File: src/ssk_pkg.sv
// Shared types, widths and codes for the subarray sum counter.
package ssk_pkg;

    // Sizing of the element buffer and the arithmetic.
    localparam int MAX_LENGTH = 1024;
    localparam int VALUE_BITS = 8;
    localparam int ADDR_W     = $clog2(MAX_LENGTH);
    localparam int IDX_W      = ADDR_W + 1;
    localparam int TARGET_W   = 18;
    localparam int SUM_W      = 19;
    localparam int COUNT_W    = 20;

    // Register map: word index taken from paddr[2].
    localparam int  PADDR_W    = 3;
    localparam int  PDATA_W    = 32;
    localparam logic REG_TARGET = 1'b0;

    // One input beat.
    typedef struct packed {
        logic [VALUE_BITS-1:0] element;
        logic                  is_last;
    } elem_t;

    // One result beat.
    typedef struct packed {
        logic [COUNT_W-1:0] match_count;
        logic               overflow;
    } result_t;

    // Commands from the controller to the datapath.
    typedef struct packed {
        logic load;      // store the element and add it to each running window
        logic ovf;       // buffer full: mark overflow
        logic sub;       // drop the left element of each window that is over
        logic count;     // accumulate window spans and advance the index
        logic emit;      // load the result register and clear the sequence
    } cmd_t;

    // Status from the datapath to the controller.
    typedef struct packed {
        logic room;      // buffer still has space for this element
        logic need_a;    // at-most-k window must shrink
        logic need_b;    // below-k window must shrink
        logic out_busy;  // result register holds an untaken beat
    } status_t;

endpackage

File: src/ssk_ctrl.sv
// Controller state machine that sequences add, shrink, count and emit steps.
module ssk_ctrl (
    input  logic             clk,
    input  logic             rst_n,
    input  logic             elem_valid,
    output logic             elem_ready,
    input  logic             is_last,
    input  ssk_pkg::status_t status,
    output ssk_pkg::cmd_t    cmd
);

    localparam logic [2:0] S_IDLE  = 3'd0;
    localparam logic [2:0] S_READ  = 3'd1;
    localparam logic [2:0] S_SUB   = 3'd2;
    localparam logic [2:0] S_COUNT = 3'd3;
    localparam logic [2:0] S_EMIT  = 3'd4;

    logic [2:0] state_reg, state_next;
    logic       last_reg, last_next;
    logic       accept;

    assign elem_ready = (state_reg == S_IDLE);
    assign accept     = elem_valid && elem_ready;

    // Step sequencing.
    always_comb
    begin
        state_next = state_reg;
        last_next  = last_reg;
        cmd        = '0;

        case (state_reg)
            S_IDLE:
            begin
                if (accept)
                begin
                    last_next = is_last;
                    if (status.room)
                    begin
                        cmd.load   = 1'b1;
                        state_next = S_READ;
                    end
                    else
                    begin
                        cmd.ovf    = 1'b1;
                        state_next = is_last ? S_EMIT : S_IDLE;
                    end
                end
            end
            S_READ:
            begin
                // The buffer read at each left edge is issued here.
                state_next = (status.need_a || status.need_b) ? S_SUB : S_COUNT;
            end
            S_SUB:
            begin
                cmd.sub    = 1'b1;
                state_next = S_READ;
            end
            S_COUNT:
            begin
                cmd.count  = 1'b1;
                state_next = last_reg ? S_EMIT : S_IDLE;
            end
            S_EMIT:
            begin
                if (!status.out_busy)
                begin
                    cmd.emit   = 1'b1;
                    state_next = S_IDLE;
                end
            end
            default:
            begin
                state_next = S_IDLE;
            end
        endcase
    end

    // State register.
    always_ff @(posedge clk or negedge rst_n)
    begin
        if (!rst_n)
        begin
            state_reg <= S_IDLE;
            last_reg  <= 1'b0;
        end
        else
        begin
            state_reg <= state_next;
            last_reg  <= last_next;
        end
    end

    // Every shrink step is followed by a fresh read of the left edges.
    assert property (@(posedge clk) disable iff (!rst_n)
        (state_reg == S_SUB) |=> (state_reg == S_READ))
        else $error("shrink step not followed by read");

    // A shrink is only issued while some window is over its limit.
    assert property (@(posedge clk) disable iff (!rst_n)
        cmd.sub |-> (status.need_a || status.need_b))
        else $error("shrink issued with no window over limit");

endmodule

File: config.mk
export PLATFORM = sky130hd
export DESIGN_NAME = ssk_ctrl
export DESIGN_NICKNAME = d
export VERILOG_FILES = /design/src/ssk_pkg.sv /design/src/ssk_ctrl.sv
export SDC_FILE = /design/constraint.sdc
export NUM_CORES = 1
export LEC_CHECK = 0
export ABC_AREA = 1
export CORE_AREA = 2 2 39 41
export DETAILED_ROUTE_END_ITERATION = 10
export DIE_AREA = 0 0 41 43
export DONT_BUFFER_PORTS = 1
export PLACE_DENSITY_LB_ADDON = 0.08
export SYNTH_ARGS = -nofsm -noshare
export SYNTH_HDL_FRONTEND = slang
export SYNTH_SLANG_ARGS = --single-unit
File: constraint.sdc
create_clock -name clk -period 1.2 [get_ports clk]
set_input_delay 0.24 -clock clk [delete_from_list [all_inputs] [get_ports clk]]
set_output_delay 0.24 -clock clk [all_outputs]
set_load 0.01 [all_outputs]
* Word level (Yosys, flattened, before mapping) *
Index checks and enable logic that the tools add are counted.

storage, ports and cells
  bits of input ports = 8
  word-level logic and storage cells = 28
  register bits after elaboration = 4
  memories = 0
  latch bits = 0
  memory bits (read-only) = 0
  output and inout bits = 6
  memory bits (writable) = 0

operators by class
  div/mod/pow operators = 0
  multipliers = 0
  bitwise logic cells = 0
  order comparisons = 0
  add/sub/neg operators = 0
  shift-type cells = 0
  eq/ne operators = 6
  mux-type cells = 15
  reductions and logical operators = 5

operators with widths
  kind                                                  number
  2-to-1 mux 3 bit                                      5
  one-hot mux 3 bit (5 select lines)                    1
  2-to-1 mux 1 bit                                      7
  equality test 3 x 2 -> 1 bit (second input constant)  2
  2-to-1 mux 2 bit                                      2
  AND reduction 2 bit                                   2
  equality test 3 x 1 -> 1 bit (second input constant)  1
  equality test 3 bit (second input constant)           1
  logical NOT 3 bit                                     1
  != test 2 x 1 -> 1 bit (second input constant)        1
  != test 2 bit (second input constant)                 1
  logical AND 1 bit                                     1
  logical OR 1 bit                                      1

* Depth between registers and ports, before layout *
Gate-level depths: netlist of run 1.

  depth in word-level cells = 4
  mapped depth = 6
  depth with buffers taken out = 6

* Worst setup path after synthesis of run 1 *
OpenSTA, ideal clock, no wires.

  path kind = register to output
  from = register state_reg[1]
  to = output cmd[3] (netlist bit)
  path buffers = 0
  stages on the path, launching flop included = 4
  arrival = 1.017 ns
  setup slack = -0.057 ns
  required time = 0.960 ns
  cell sequence = dfrtp_1 -> nor3_2 -> nand2_2 -> nor2_1

RTL lines
  what                    line            source
  start, declared         ssk_ctrl.sv:18  logic [2:0] state_reg, state_next;
  start signal, assigned  ssk_ctrl.sv:90  state_reg <= state_next;
  end, declared           ssk_ctrl.sv:9   output ssk_pkg::cmd_t cmd

==> impl_metrics.prom, run 1 <==
# TYPE chip_impl_metric gauge
chip_impl_metric{name="setup.reg_to_reg.worst_slack",unit="ns"} 0.07
chip_impl_metric{name="critPathMaxStageDelay",unit="ns"} 0.46
chip_impl_metric{name="number_of_standard_cells_in_the_final_layout_excluding_fillers",unit=""} 69
chip_impl_info{name="yosys-top-cells-area",value="sky130_fd_sc_hd__dfrtp_1 39%, sky130_fd_sc_hd__nand3_1 14%, sky130_fd_sc_hd__inv_1 10%"} 1
chip_impl_info{name="run_status",value="finished with violations"} 1
chip_impl_metric{name="setup_slack",unit="ns"} -0.1745
chip_impl_metric{name="post_drt_wl_per_cell",unit="um"} 11.28
chip_impl_metric{name="vias",unit=""} 292
chip_impl_metric{name="flow.area_growth_from_synthesis",unit="%"} 87.86
chip_impl_metric{name="drt-vias-per-instance",unit=""} 4.232
chip_impl_metric{name="critical_path.max_fanout",unit=""} 4
chip_impl_info{name="main_combinational_cell_family_by_area_after_synthesis",value="simple AND/OR/NAND/NOR gates"} 1
chip_impl_metric{name="worstPathRequired",unit="ns"} 0.96
chip_impl_metric{name="synthesis.instances",unit=""} 38
chip_impl_metric{name="io_buffers",unit=""} 0
chip_impl_metric{name="post_synth_instance_area",unit="sq um"} 257.7
chip_impl_info{name="hold_path_class",value="in2reg"} 1
chip_impl_metric{name="post_synth_and_or_nand_nor_area_fraction",unit=""} 0.4903
chip_impl_metric{name="drt_first_pass_iters",unit=""} 4
chip_impl_metric{name="final-max-slew-violation-count",unit=""} 0
chip_impl_metric{name="grt_antenna_before_repair",unit=""} 0
chip_impl_metric{name="synth_area_in_adders",unit=""} 0
chip_impl_info{name="violated_checks",value="setup timing"} 1
chip_impl_metric{name="slew_headroom",unit=""} 0.8509
chip_impl_metric{name="largest_net_degree_at_the_start_of_global_routing",unit=""} 5
chip_impl_info{name="crit_chain",value="nor3_4 -> nand2_2 -> nor2_4"} 1
chip_impl_metric{name="insertion_delay",unit="ns"} 0.23
chip_impl_metric{name="post_synthesis_compound_gate_area_fraction",unit=""} 0.01942
chip_impl_metric{name="die_width",unit="um"} 41
chip_impl_metric{name="synth.yosys.seq_area_share",unit=""} 0.3883
chip_impl_metric{name="grt_overflow_total",unit=""} 0
chip_impl_metric{name="layout.filler_cells",unit=""} 155
chip_impl_info{name="timing.rr.start",value="state_reg[1]"} 1
chip_impl_metric{name="final_setup_vio_count",unit=""} 6
chip_impl_metric{name="row_count",unit=""} 14
chip_impl_metric{name="max_freq",unit="MHz"} 727.5
chip_impl_metric{name="die_height",unit="um"} 43
chip_impl_metric{name="drt_wl_total",unit="um"} 778
chip_impl_info{name="crit_type",value="reg2out"} 1
chip_impl_metric{name="postSynthNetCount",unit=""} 46
chip_impl_metric{name="grt_pass1_vias",unit=""} 288
chip_impl_metric{name="final.min_clock_period",unit="ns"} 1.375
chip_impl_info{name="setup_repair_after_global_routing_missed_its_margin",value="yes"} 1
chip_impl_metric{name="numPlacedInstances",unit=""} 64
chip_impl_info{name="worst_r2r_endpoint",value="last_reg"} 1
chip_impl_metric{name="worstHoldPathCells",unit=""} 2
chip_impl_metric{name="max-cap-violations",unit=""} 0
chip_impl_info{name="timing.hold.worst_endpoint",value="last_reg"} 1
chip_impl_metric{name="cts_buffer_depth",unit=""} 2
chip_impl_info{name="tritoncts_clock_tree",value="yes"} 1
chip_impl_metric{name="largest_register_ffs",unit=""} 3
chip_impl_metric{name="internal-power",unit="mW"} 0.7717
chip_impl_metric{name="gp_routability_congestion",unit=""} 0.6531
chip_impl_metric{name="h-tree-depth",unit=""} 1
chip_impl_info{name="endpoint_kind",value="output port"} 1
chip_impl_info{name="synth_top_cell_by_area",value="sky130_fd_sc_hd__dfrtp_1"} 1
chip_impl_metric{name="total_switching_power",unit="mW"} 0.6089
chip_impl_metric{name="vdd_ir_drop_max",unit="mV"} 0.8376
chip_impl_metric{name="place_worst_setup_slack",unit="ns"} 0.02988
chip_impl_metric{name="pwr_density_cell",unit="nW/um^2"} 2851
chip_impl_info{name="cp-start-kind",value="flop"} 1
chip_impl_metric{name="synth_xor_area_frac",unit=""} 0
chip_impl_metric{name="core_area",unit="sq um"} 1384
chip_impl_metric{name="worst_pin_slew",unit="ns"} 0.2219
chip_impl_metric{name="cp_data_arrival_time",unit="ns"} 1.13
chip_impl_metric{name="synth.lib_cells_used.distinct",unit=""} 11
chip_impl_metric{name="globalRouteTotalUtil",unit=""} 0.09798
chip_impl_info{name="hold_path_startpoint",value="is_last"} 1
chip_impl_metric{name="drive_above_1_share",unit=""} 0.5660
chip_impl_metric{name="pwr-share-comb",unit=""} 0.650
chip_impl_metric{name="post_synth.cell_area_avg",unit="sq um"} 6.783
chip_impl_metric{name="post_synth_mux_area_share",unit=""} 0
chip_impl_metric{name="power_frac_clock",unit=""} 0.116
chip_impl_metric{name="timing.reg2reg.worst_path_depth",unit=""} 5
chip_impl_metric{name="global_route_wire_length_before_repair",unit="um"} 1131
chip_impl_metric{name="period_share",unit=""} 1.145
chip_impl_metric{name="ys_ff_latch",unit=""} 4
chip_impl_metric{name="ioPinCount",unit=""} 14
chip_impl_metric{name="synth_largest_type_area_fraction",unit=""} 0.3883
chip_impl_metric{name="finClkSkew",unit="ns"} 0.0003018
chip_impl_metric{name="start_util",unit=""} 0.1863
chip_impl_metric{name="clk_pin_slew",unit="ns"} 0.03
chip_impl_metric{name="tritoncts_num_sinks",unit=""} 4
chip_impl_metric{name="die_area",unit="sq um"} 1763
chip_impl_metric{name="detail_route.iter0.violations",unit=""} 3
chip_impl_metric{name="switching_power_as_a_share_of_total_power",unit=""} 0.4411
chip_impl_info{name="ctsRootBufferMaster",value="sky130_fd_sc_hd__clkbuf_4"} 1
chip_impl_metric{name="design.final.nets",unit=""} 63
chip_impl_info{name="cp_slowest_cell",value="sky130_fd_sc_hd__dfrtp_2"} 1
chip_impl_info{name="crit_start",value="state_reg[1]"} 1
chip_impl_metric{name="hold_viol_final",unit=""} 0
chip_impl_metric{name="synth-warning-count",unit=""} 0
chip_impl_metric{name="cts_buffers",unit=""} 3
chip_impl_metric{name="antenna_cells_inserted",unit=""} 0
chip_impl_metric{name="p_seq_frac",unit=""} 0.234
chip_impl_metric{name="dp_hpwl",unit="um"} 600.3
chip_impl_metric{name="drtAntennaViolNets",unit=""} 0
chip_impl_metric{name="p_leak",unit="nW"} 0.2373
chip_impl_metric{name="drt_drc_violations_left",unit=""} 0
synth_stat cells, drive strengths merged:
master  n
nand2   9
nor3    2
dfrtp   4
nand3   7
nor2    7
nor4    1
inv     7
o21ai   1
repair_timing:
| item | in CTS | in global routing |
|---|---|---|
| hold endpoints to repair | 4 | 0 |
| endpoints found under the setup margin | 6 | 7 |
| buffers inserted | 1 | 1 |
| pin swaps | 3 | 5 |
| hold buffers | 1 | 0 |
| resized for setup | 13 | 10 |
per-stage QoR:
step	util	TNS (ns)	total power [mW]	hold slack, ns	instance area, sq um
4_1_cts	0.3228	-0.8172	1.266	0.1711	446.7
3_5_place_dp	0.2595	0	0.9502	-0.05547	359.1
6_report	0.3499	-0.7359	1.381	0.1834	484.2
3_3_place_gp	0.2595	0	0.9486	-0.05547	359.1
2_1_floorplan	-	-0.03127	0.6219	-0.05559	264.0
5_1_grt	0.3499	-1.098	1.509	0.1849	484.2
per-layer routing:
metal	global-route usage	vias to the layer above	wire length, um
li1	-	150	-
met1	0.1246	130	272
met2	0.1344	12	415
met3	0.03665	0	91
met4	0.06000	0	0
met5	0	-	0
placed cells by master, fill, tap and decap left out, types with 3 or more instances in the layout:
cell type,count
sky130_fd_sc_hd__clkbuf_4,3
sky130_fd_sc_hd__buf_4,7
sky130_fd_sc_hd__nand3_1,5
sky130_fd_sc_hd__inv_1,4
sky130_fd_sc_hd__buf_6,4
sky130_fd_sc_hd__nand2_1,6
sky130_fd_sc_hd__nor2_1,3
sky130_fd_sc_hd__nor2_4,4
power by group through the flow:
stage | sequential [mW] | clock [mW] | combinational [mW]
finish | 0.323 | 0.160 | 0.897
floorplan | 0.300 | 0 | 0.321
detailed placement | 0.277 | 0 | 0.673
global route | 0.333 | 0.183 | 0.994
global placement | 0.277 | 0 | 0.671
CTS | 0.301 | 0.173 | 0.792
logic make-up (layout without fill, tap and decap cells):
family                 count (synthesis)  count (layout)
and+or+nand+nor                       26              26
buffers and inverters                  7              22
DFF                                    4               4
AOI/OAI and AO/OA                      1               1
critical path: cells and delay by family (launching register included):
kind / cells / cell delay, ns
flip-flops: 1 / 0.46
AND/OR/NAND/NOR: 3 / 0.44
layout make-up:
type,instances,area [sq um],share of cell area
multi-input combinational,27,202.7,0.4186
clock buffer,3,22.52,0.04651
timing repair buffer,12,107.6,0.2222
sequential,4,102.6,0.2119
tap,16,20.02,0.04134
inverter,7,28.78,0.05943
worst max-delay path by stage:
stage,endpoint,cells past startpoint,slack [ns]
3_5_place_dp,cmd[3],4,0.03
6_report,cmd[3],3,-0.17
2_1_floorplan,cmd[0],2,-0.02
3_3_place_gp,cmd[4],3,0.03
5_1_grt,cmd[0],3,-0.24
4_1_cts,cmd[3],3,-0.17
No activity file was read; power rests on OpenSTA's default activity.
==> inputs of run 2 (changes only) <==
--- a/config.mk
+++ b/config.mk
@@ -5,10 +5,9 @@
 export SDC_FILE = /design/constraint.sdc
 export NUM_CORES = 1
 export LEC_CHECK = 0
-export ABC_AREA = 1
-export CORE_AREA = 2 2 39 41
+export CORE_AREA = 4 4 41 43
 export DETAILED_ROUTE_END_ITERATION = 10
-export DIE_AREA = 0 0 41 43
+export DIE_AREA = 0 0 45 47
 export DONT_BUFFER_PORTS = 1
 export PLACE_DENSITY_LB_ADDON = 0.08
 export SYNTH_ARGS = -nofsm -noshare
==> run 2 against run 1 <==
  * The flow still finishes with violations (setup timing)
  * Global-route usage down 1.2 points
  * Critical endpoint unchanged
  * Sequential share of layout area increased by 2.8 points
  * Combinational power fell by 19%
  * Largest cell class unchanged
  * Clock-buffer cell count did not move
  * Sequential power shrank 24%
  * Via count decreased by 23%
  * Clock power barely moved
==> impl_metrics.prom, run 2 <==
# TYPE chip_impl_metric gauge
chip_impl_info{name="run_status",value="finished with violations"} 1
chip_impl_info{name="violated_checks",value="setup timing"} 1
chip_impl_metric{name="clk_pin_slew",unit="ns"} 0.04
chip_impl_metric{name="numPlacedInstances",unit=""} 40
chip_impl_metric{name="critical_path.max_fanout",unit=""} 2
chip_impl_metric{name="pwr_density_cell",unit="nW/um^2"} 2678
chip_impl_info{name="endpoint_kind",value="output port"} 1
chip_impl_info{name="tritoncts_clock_tree",value="yes"} 1
chip_impl_metric{name="internal-power",unit="mW"} 0.7471
chip_impl_metric{name="globalRouteTotalUtil",unit=""} 0.08644
chip_impl_metric{name="start_util",unit=""} 0.1683
chip_impl_metric{name="h-tree-depth",unit=""} 1
chip_impl_metric{name="async_reset_ff_frac",unit=""} 1.000
chip_impl_metric{name="gp_routability_congestion",unit=""} 0.7068
chip_impl_metric{name="flow.area_growth_from_synthesis",unit="%"} 93.14
chip_impl_info{name="ctsRootBufferMaster",value="sky130_fd_sc_hd__clkbuf_4"} 1
chip_impl_metric{name="place_worst_setup_slack",unit="ns"} -0.2267
chip_impl_metric{name="insertion_delay",unit="ns"} 0.23
chip_impl_metric{name="wl_met2",unit="um"} 293
chip_impl_metric{name="post_drt_wl_per_cell",unit="um"} 13.26
chip_impl_metric{name="antenna_cells_inserted",unit=""} 0
chip_impl_metric{name="largest_register_ffs",unit=""} 3
chip_impl_metric{name="die_area",unit="sq um"} 2115
chip_impl_metric{name="cp_data_arrival_time",unit="ns"} 1.30
chip_impl_metric{name="die_width",unit="um"} 45
chip_impl_metric{name="worstPathRequired",unit="ns"} 0.96
chip_impl_metric{name="largest_net_degree_at_the_start_of_global_routing",unit=""} 8
chip_impl_metric{name="synth.yosys.seq_area_share",unit=""} 0.4571
chip_impl_metric{name="worstHoldPathCells",unit=""} 1
chip_impl_info{name="crit_type",value="reg2out"} 1
chip_impl_metric{name="final_design_area_no_fill",unit="sq um"} 422.9
chip_impl_metric{name="row_count",unit=""} 13
chip_impl_metric{name="detail_route.iter0.violations",unit=""} 6
chip_impl_metric{name="worst-path-buf-inv",unit=""} 0
chip_impl_metric{name="grt_antenna_before_repair",unit=""} 0
chip_impl_metric{name="finClkSkew",unit="ns"} 0.002387
chip_impl_metric{name="power_frac_clock",unit=""} 0.141
chip_impl_info{name="post-synth-top-count-cell",value="sky130_fd_sc_hd__dfrtp_1"} 1
chip_impl_metric{name="setup_slack",unit="ns"} -0.3415
chip_impl_metric{name="p_seq_frac",unit=""} 0.217
chip_impl_metric{name="synth-warning-count",unit=""} 0
chip_impl_metric{name="crit_cells",unit=""} 2
chip_impl_info{name="cpLargestDelayFamily",value="simple AND/OR/NAND/NOR gates"} 1
chip_impl_metric{name="final_setup_vio_count",unit=""} 9
chip_impl_info{name="setup_repair_after_global_routing_missed_its_margin",value="yes"} 1
chip_impl_info{name="yosys-top-cells-area",value="sky130_fd_sc_hd__dfrtp_1 46%, sky130_fd_sc_hd__mux2_4 6.9%, sky130_fd_sc_hd__nor3b_1 6.9%"} 1
chip_impl_metric{name="max_freq",unit="MHz"} 648.7
chip_impl_metric{name="vdd_ir_drop_max",unit="mV"} 1.001
chip_impl_metric{name="wl_met3",unit="um"} 90
chip_impl_metric{name="max-cap-violations",unit=""} 0
chip_impl_metric{name="number_of_standard_cells_in_the_final_layout_excluding_fillers",unit=""} 50
chip_impl_metric{name="area_of_all_sequential_standard_cells",unit="sq um"} 101.3
chip_impl_info{name="top_layer_used",value="met4"} 1
chip_impl_metric{name="design.final.nets",unit=""} 45
chip_impl_info{name="hold_path_class",value="in2reg"} 1
chip_impl_metric{name="drive_above_1_share",unit=""} 0.7429
chip_impl_metric{name="synthesis.instances",unit=""} 20
chip_impl_info{name="synth_ff_type",value="sky130_fd_sc_hd__dfrtp_1"} 1
chip_impl_metric{name="worst_pin_slew",unit="ns"} 0.2030
chip_impl_info{name="crit_chain",value="or4b_4 -> nor2_4"} 1
chip_impl_metric{name="multi_input_comb_area",unit="sq um"} 165.2
chip_impl_info{name="hold_path_startpoint",value="is_last"} 1
chip_impl_metric{name="slew_headroom",unit=""} 0.8642
chip_impl_info{name="timing.rr.start",value="state_reg[1]"} 1
chip_impl_metric{name="critPathMaxStageDelay",unit="ns"} 0.56
chip_impl_metric{name="drt_first_pass_iters",unit=""} 3
chip_impl_metric{name="ys_ff_latch",unit=""} 4
chip_impl_metric{name="period_share",unit=""} 1.285
chip_impl_metric{name="synth_edf_count",unit=""} 0
chip_impl_metric{name="io_buffers",unit=""} 0
chip_impl_metric{name="pwr-share-comb",unit=""} 0.642
chip_impl_metric{name="synth.lib_cells_used.distinct",unit=""} 13
chip_impl_metric{name="global_route_wire_length_before_repair",unit="um"} 1159
chip_impl_metric{name="detail_route.wirelength.met1",unit="um"} 256
chip_impl_metric{name="vias",unit=""} 224
chip_impl_metric{name="total_switching_power",unit="mW"} 0.3852
chip_impl_info{name="most-common-layout-cells",value="6 x sky130_fd_sc_hd__buf_4, 4 x sky130_fd_sc_hd__buf_6, 3 x sky130_fd_sc_hd__clkbuf_4, 3 x sky130_fd_sc_hd__dfrtp_1"} 1
chip_impl_metric{name="cts_buffers",unit=""} 3
chip_impl_metric{name="timing.reg2reg.worst_path_depth",unit=""} 3
chip_impl_metric{name="switching_power_as_a_share_of_total_power",unit=""} 0.3402
chip_impl_metric{name="postSynthNetCount",unit=""} 28
chip_impl_metric{name="setup.reg_to_reg.worst_slack",unit="ns"} -0.29
chip_impl_metric{name="hold_viol_final",unit=""} 0
chip_impl_info{name="cp_slowest_cell",value="sky130_fd_sc_hd__or4b_4"} 1
chip_impl_metric{name="drt-vias-per-instance",unit=""} 4.480
chip_impl_metric{name="grt_overflow_total",unit=""} 0
chip_impl_metric{name="post_synth_instance_area",unit="sq um"} 219.0
chip_impl_metric{name="ioPinCount",unit=""} 14
chip_impl_metric{name="final.min_clock_period",unit="ns"} 1.541
chip_impl_info{name="timing.hold.worst_endpoint",value="state_reg[2]"} 1
chip_impl_metric{name="post_synth.cell_area_avg",unit="sq um"} 10.95
chip_impl_metric{name="tritoncts_num_sinks",unit=""} 4
chip_impl_metric{name="placed_area",unit="sq um"} 275.3
chip_impl_metric{name="layout.filler_cells",unit=""} 142
chip_impl_metric{name="grt_pass1_vias",unit=""} 268
chip_impl_metric{name="cts_buffer_depth",unit=""} 2
chip_impl_metric{name="core_area",unit="sq um"} 1301
chip_impl_info{name="synth_commonest_cells",value="4 x sky130_fd_sc_hd__dfrtp_1, 2 x sky130_fd_sc_hd__and3_1, 2 x sky130_fd_sc_hd__nand2_1, 2 x sky130_fd_sc_hd__nor2_1, 2 x sky130_fd_sc_hd__nor3b_1"} 1
chip_impl_info{name="cp-start-kind",value="flop"} 1
chip_impl_metric{name="synth_largest_type_area_fraction",unit=""} 0.4571
chip_impl_metric{name="drtAntennaViolNets",unit=""} 0
chip_impl_metric{name="die_height",unit="um"} 47
chip_impl_metric{name="drt_wl_total",unit="um"} 663
chip_impl_metric{name="drt_drc_violations_left",unit=""} 0
chip_impl_info{name="synth_top_cell_by_area",value="sky130_fd_sc_hd__dfrtp_1"} 1
chip_impl_info{name="layout_commonest_cell",value="sky130_fd_sc_hd__buf_4"} 1
chip_impl_metric{name="final-max-slew-violation-count",unit=""} 0
chip_impl_metric{name="p_leak",unit="nW"} 0.1876
chip_impl_info{name="worst_r2r_endpoint",value="last_reg"} 1
-- run 2: changes by cell type after synthesis, moves of 2 or more --
| cell | before | now |
|---|---|---|
| sky130_fd_sc_hd__nand3_1 | 7 | 0 |
| sky130_fd_sc_hd__nand2_1 | 7 | 2 |
| sky130_fd_sc_hd__nor3b_1 | 0 | 2 |
| sky130_fd_sc_hd__nor2_1 | 5 | 2 |
| sky130_fd_sc_hd__and3_1 | 0 | 2 |
| sky130_fd_sc_hd__inv_1 | 7 | 0 |
| sky130_fd_sc_hd__nand2_2 | 2 | 0 |
-- run 2: metrics by stage --
stage / power [mW] / hold WS (ns) / setup TNS [ns] / util
after detailed placement: 0.6433 / -0.05542 / -0.7347 / 0.2115
after global placement: 0.6453 / -0.05545 / -0.7273 / 0.2115
final: 1.132 / 0.1566 / -2.071 / 0.3250
after floorplan: 0.4738 / -0.05559 / -0.5163 / -
after global routing: 1.214 / 0.1469 / -2.585 / 0.3250
after CTS: 1.116 / 0.1450 / -2.274 / 0.3154
-- run 2: cells by family after synthesis --
kind of cell	after synthesis	share of synthesized area
simple gates	13	0.3886
flops	4	0.4572
compound gates	2	0.08572
mux	1	0.06855
-- run 2: worst max path at each step --
stage | start | endpoint | slack, ns
2_1_floorplan | state_reg[1] | last_reg | -0.18
3_3_place_gp | state_reg[1] | last_reg | -0.21
4_1_cts | state_reg[1] | cmd[3] | -0.38
3_5_place_dp | state_reg[1] | last_reg | -0.23
6_report | state_reg[1] | cmd[3] | -0.34
5_1_grt | state_reg[1] | cmd[3] | -0.40
-- run 2: area by class of cell --
| class | count | area share |
|---|---|---|
| Tap cell | 15 | 0.04438 |
| Clock buffer | 3 | 0.05325 |
| Sequential cell | 4 | 0.2396 |
| Multi-Input combinational cell | 16 | 0.3905 |
| Timing Repair Buffer | 12 | 0.2722 |
-- run 2: what timing repair did --
| action | 4_1_cts | 5_1_grt |
|---|---|---|
| hold buffers | 1 | 0 |
| buffers inserted | 6 | 1 |
| endpoints found under the hold margin | 4 | 0 |
| resized for setup | 14 | 4 |
| pin swaps | 7 | 6 |
| setup endpoints to repair | 9 | 9 |
-- run 2: power groups by stage --
stage | Sequential [mW] | Combinational, mW | Clock, mW
after global routing | 0.254 | 0.782 | 0.179
after detailed placement | 0.269 | 0.374 | 0
final | 0.245 | 0.727 | 0.160
after floorplan | 0.259 | 0.215 | 0
after CTS | 0.242 | 0.703 | 0.171
after global placement | 0.267 | 0.378 | 0
-- run 2: worst register-to-register path, stage by stage (launching register included) --
cell and delay (ns):
sky130_fd_sc_hd__dfrtp_1 0.38, sky130_fd_sc_hd__or4b_4 0.56, sky130_fd_sc_hd__buf_4 0.15, sky130_fd_sc_hd__mux2_4 0.28
-- run 2: routing by layer --
metal / vias up / GRT usage
met3: 2 / 0.03448
met4: 0 / 0.1228
li1: 106 / -
met2: 14 / 0.1017
met5: - / 0
met1: 102 / 0.09885
==> inputs of run 3 (changes only) <==
--- a/config.mk
+++ b/config.mk
@@ -9,7 +9,6 @@
 export DETAILED_ROUTE_END_ITERATION = 10
 export DIE_AREA = 0 0 45 47
 export DONT_BUFFER_PORTS = 1
-export PLACE_DENSITY_LB_ADDON = 0.08
 export SYNTH_ARGS = -nofsm -noshare
 export SYNTH_HDL_FRONTEND = slang
 export SYNTH_SLANG_ARGS = --single-unit
==> run 3 against run 2 <==
  * The flow still finishes with violations (setup timing)
  * Clock power rose by 8%
  * Setup slack got worse by 0.0019 ns
  * Design area fell by 2.1%
  * Worst hold slack got worse by 0.0082 ns
  * Critical path type unchanged
  * Highest routed layer unchanged
==> impl_metrics.prom, run 3 (synthesis gave the netlist of run 2 again) <==
# TYPE chip_impl_metric gauge
chip_impl_info{name="run_status",value="finished with violations"} 1
chip_impl_info{name="violated_checks",value="setup timing"} 1
chip_impl_metric{name="final.min_clock_period",unit="ns"} 1.543
chip_impl_metric{name="finalHoldWorstSlack",unit="ns"} 0.1485
chip_impl_metric{name="setup_slack",unit="ns"} -0.3434
chip_impl_metric{name="global_route_wire_length_before_repair",unit="um"} 1048
chip_impl_metric{name="drt_wl_total",unit="um"} 656
chip_impl_metric{name="critical_path.max_fanout",unit=""} 2
chip_impl_metric{name="core_area",unit="sq um"} 1301
chip_impl_metric{name="grtUsageMet2",unit=""} 0.09322
chip_impl_metric{name="worstHoldPathCells",unit=""} 1
chip_impl_metric{name="worstPathRequired",unit="ns"} 0.96
chip_impl_metric{name="insertion_delay",unit="ns"} 0.24
chip_impl_metric{name="antenna_cells_inserted",unit=""} 0
chip_impl_metric{name="cts_buffer_depth",unit=""} 2
chip_impl_metric{name="drive_above_1_share",unit=""} 0.7353
chip_impl_metric{name="design.final.nets",unit=""} 44
chip_impl_info{name="global_route.peak_usage_layer",value="met2"} 1
chip_impl_metric{name="max_freq",unit="MHz"} 647.9
chip_impl_metric{name="worst_pin_slew",unit="ns"} 0.1856
chip_impl_metric{name="drt-vias-per-instance",unit=""} 4.673
chip_impl_metric{name="ioPinCount",unit=""} 14
chip_impl_metric{name="clk_pin_slew",unit="ns"} 0.04
chip_impl_metric{name="dp_hpwl",unit="um"} 485
chip_impl_metric{name="drt_first_pass_iters",unit=""} 2
chip_impl_metric{name="grt_antenna_before_repair",unit=""} 0
chip_impl_metric{name="io_buffers",unit=""} 0
chip_impl_metric{name="largest_register_ffs",unit=""} 3
chip_impl_info{name="layout_commonest_cell",value="sky130_fd_sc_hd__buf_4"} 1
chip_impl_info{name="ctsRootBufferMaster",value="sky130_fd_sc_hd__clkbuf_4"} 1
chip_impl_metric{name="hold_viol_final",unit=""} 0
chip_impl_metric{name="final_setup_vio_count",unit=""} 9
chip_impl_metric{name="grt_overflow_total",unit=""} 0
chip_impl_metric{name="grt_pass1_vias",unit=""} 250
chip_impl_metric{name="final-max-slew-violation-count",unit=""} 0
chip_impl_metric{name="tritoncts_num_sinks",unit=""} 4
chip_impl_info{name="endpoint_kind",value="output port"} 1
chip_impl_info{name="hold_path_class",value="in2reg"} 1
chip_impl_metric{name="global_route.usage.met1",unit=""} 0.08314
chip_impl_metric{name="largest_net_degree_at_the_start_of_global_routing",unit=""} 8
chip_impl_metric{name="max-cap-violations",unit=""} 0
chip_impl_metric{name="start_util",unit=""} 0.1683
chip_impl_info{name="cp-start-kind",value="flop"} 1
chip_impl_metric{name="vdd_ir_drop_max",unit="mV"} 0.8262
chip_impl_metric{name="detail_route.iter0.violations",unit=""} 1
chip_impl_metric{name="post_drt_wl_per_cell",unit="um"} 13.39
chip_impl_metric{name="timing.reg2reg.worst_path_depth",unit=""} 3
chip_impl_metric{name="layout.filler_cells",unit=""} 148
chip_impl_metric{name="h-tree-depth",unit=""} 1
chip_impl_info{name="tritoncts_clock_tree",value="yes"} 1
chip_impl_metric{name="cts_buffers",unit=""} 3
chip_impl_metric{name="cp_data_arrival_time",unit="ns"} 1.30
chip_impl_metric{name="globalRouteTotalUtil",unit=""} 0.07625
chip_impl_metric{name="pwr_density_cell",unit="nW/um^2"} 2646
chip_impl_info{name="setup_repair_after_global_routing_missed_its_margin",value="yes"} 1
chip_impl_metric{name="die_width",unit="um"} 45
chip_impl_metric{name="drtAntennaViolNets",unit=""} 0
chip_impl_info{name="most-common-layout-cells",value="6 x sky130_fd_sc_hd__buf_4, 4 x sky130_fd_sc_hd__dfrtp_1, 4 x sky130_fd_sc_hd__buf_6, 3 x sky130_fd_sc_hd__nor2_4, 3 x sky130_fd_sc_hd__clkbuf_4"} 1
chip_impl_metric{name="finClkSkew",unit="ns"} 0.007722
chip_impl_info{name="crit_type",value="reg2out"} 1
chip_impl_metric{name="p_leak",unit="nW"} 0.1824
chip_impl_metric{name="drt_drc_violations_left",unit=""} 0
chip_impl_metric{name="die_height",unit="um"} 47
chip_impl_metric{name="vias",unit=""} 229
chip_impl_metric{name="place_worst_setup_slack",unit="ns"} -0.1566
chip_impl_metric{name="gr-usage-met3",unit=""} 0.05747
chip_impl_metric{name="power",unit="mW"} 1.096
chip_impl_metric{name="row_count",unit=""} 13
chip_impl_metric{name="flow.area_growth_from_synthesis",unit="%"} 89.14
chip_impl_metric{name="slew_headroom",unit=""} 0.8759
chip_impl_metric{name="period_share",unit=""} 1.286
chip_impl_metric{name="gp_routability_congestion",unit=""} 0.6352
chip_impl_metric{name="die_area",unit="sq um"} 2115
[run 3: layout make-up]
type	count	area (sq um)	share of cell area
Multi-Input combinational cell	16	172.7	0.4169
Sequential cell	4	100.1	0.2417
Tap cell	15	18.77	0.04532
Clock buffer	3	22.52	0.05438
Timing Repair Buffer	11	100.1	0.2417
[run 3: path summary, 6_finish.rpt]
| kind | from | end | slack (ns) |
|---|---|---|---|
| worst max-delay path | state_reg[1] | cmd[3] | -0.34 |
| worst min-delay path | is_last | last_reg | 0.15 |
| max in group asynchronous | rst_n | state_reg[0] | 0.76 |
| min in group asynchronous | rst_n | state_reg[2] | 0.27 |
| worst min register to register | last_reg | last_reg | 0.52 |
| worst max register to register | state_reg[1] | last_reg | -0.28 |
[run 3: worst max-delay path, cell delays in order, from the launching register on]
cell and delay, ns:
sky130_fd_sc_hd__dfrtp_1 0.37, sky130_fd_sc_hd__or4b_4 0.56, sky130_fd_sc_hd__nor2_4 0.14
[run 3: through the flow]
stage / TNS (ns) / cell area (sq um) / instances / utilization
4_1_cts: -1.969 / 371.6 / 47 / 0.2856
3_3_place_gp: -0.5759 / 290.3 / 42 / 0.2231
2_1_floorplan: -0.5163 / 219.0 / 20 / -
6_report: -2.055 / 414.1 / 49 / 0.3183
5_1_grt: -2.457 / 414.1 / 49 / 0.3183
3_5_place_dp: -0.7295 / 290.3 / 42 / 0.2231
[run 3: power by group]
part           switching [mW]  internal [mW]
Clock                  0.0612          0.112
Combinational           0.294          0.397
Sequential             0.0338          0.198
Total                   0.389          0.707
[run 3: layer usage]
layer,routed length (um),up-vias
li1,-,105
met1,253,107
met2,307,14
met3,80,3
met4,16,0
met5,0,-
[run 3: what timing repair did]
action / in CTS / in global routing
hold buffers: 1 / 0
endpoints found under the hold margin: 4 / 0
pin swaps: 4 / 9
setup endpoints to repair: 9 / 9
buffers inserted: 1 / 2
gates resized for setup: 9 / 7
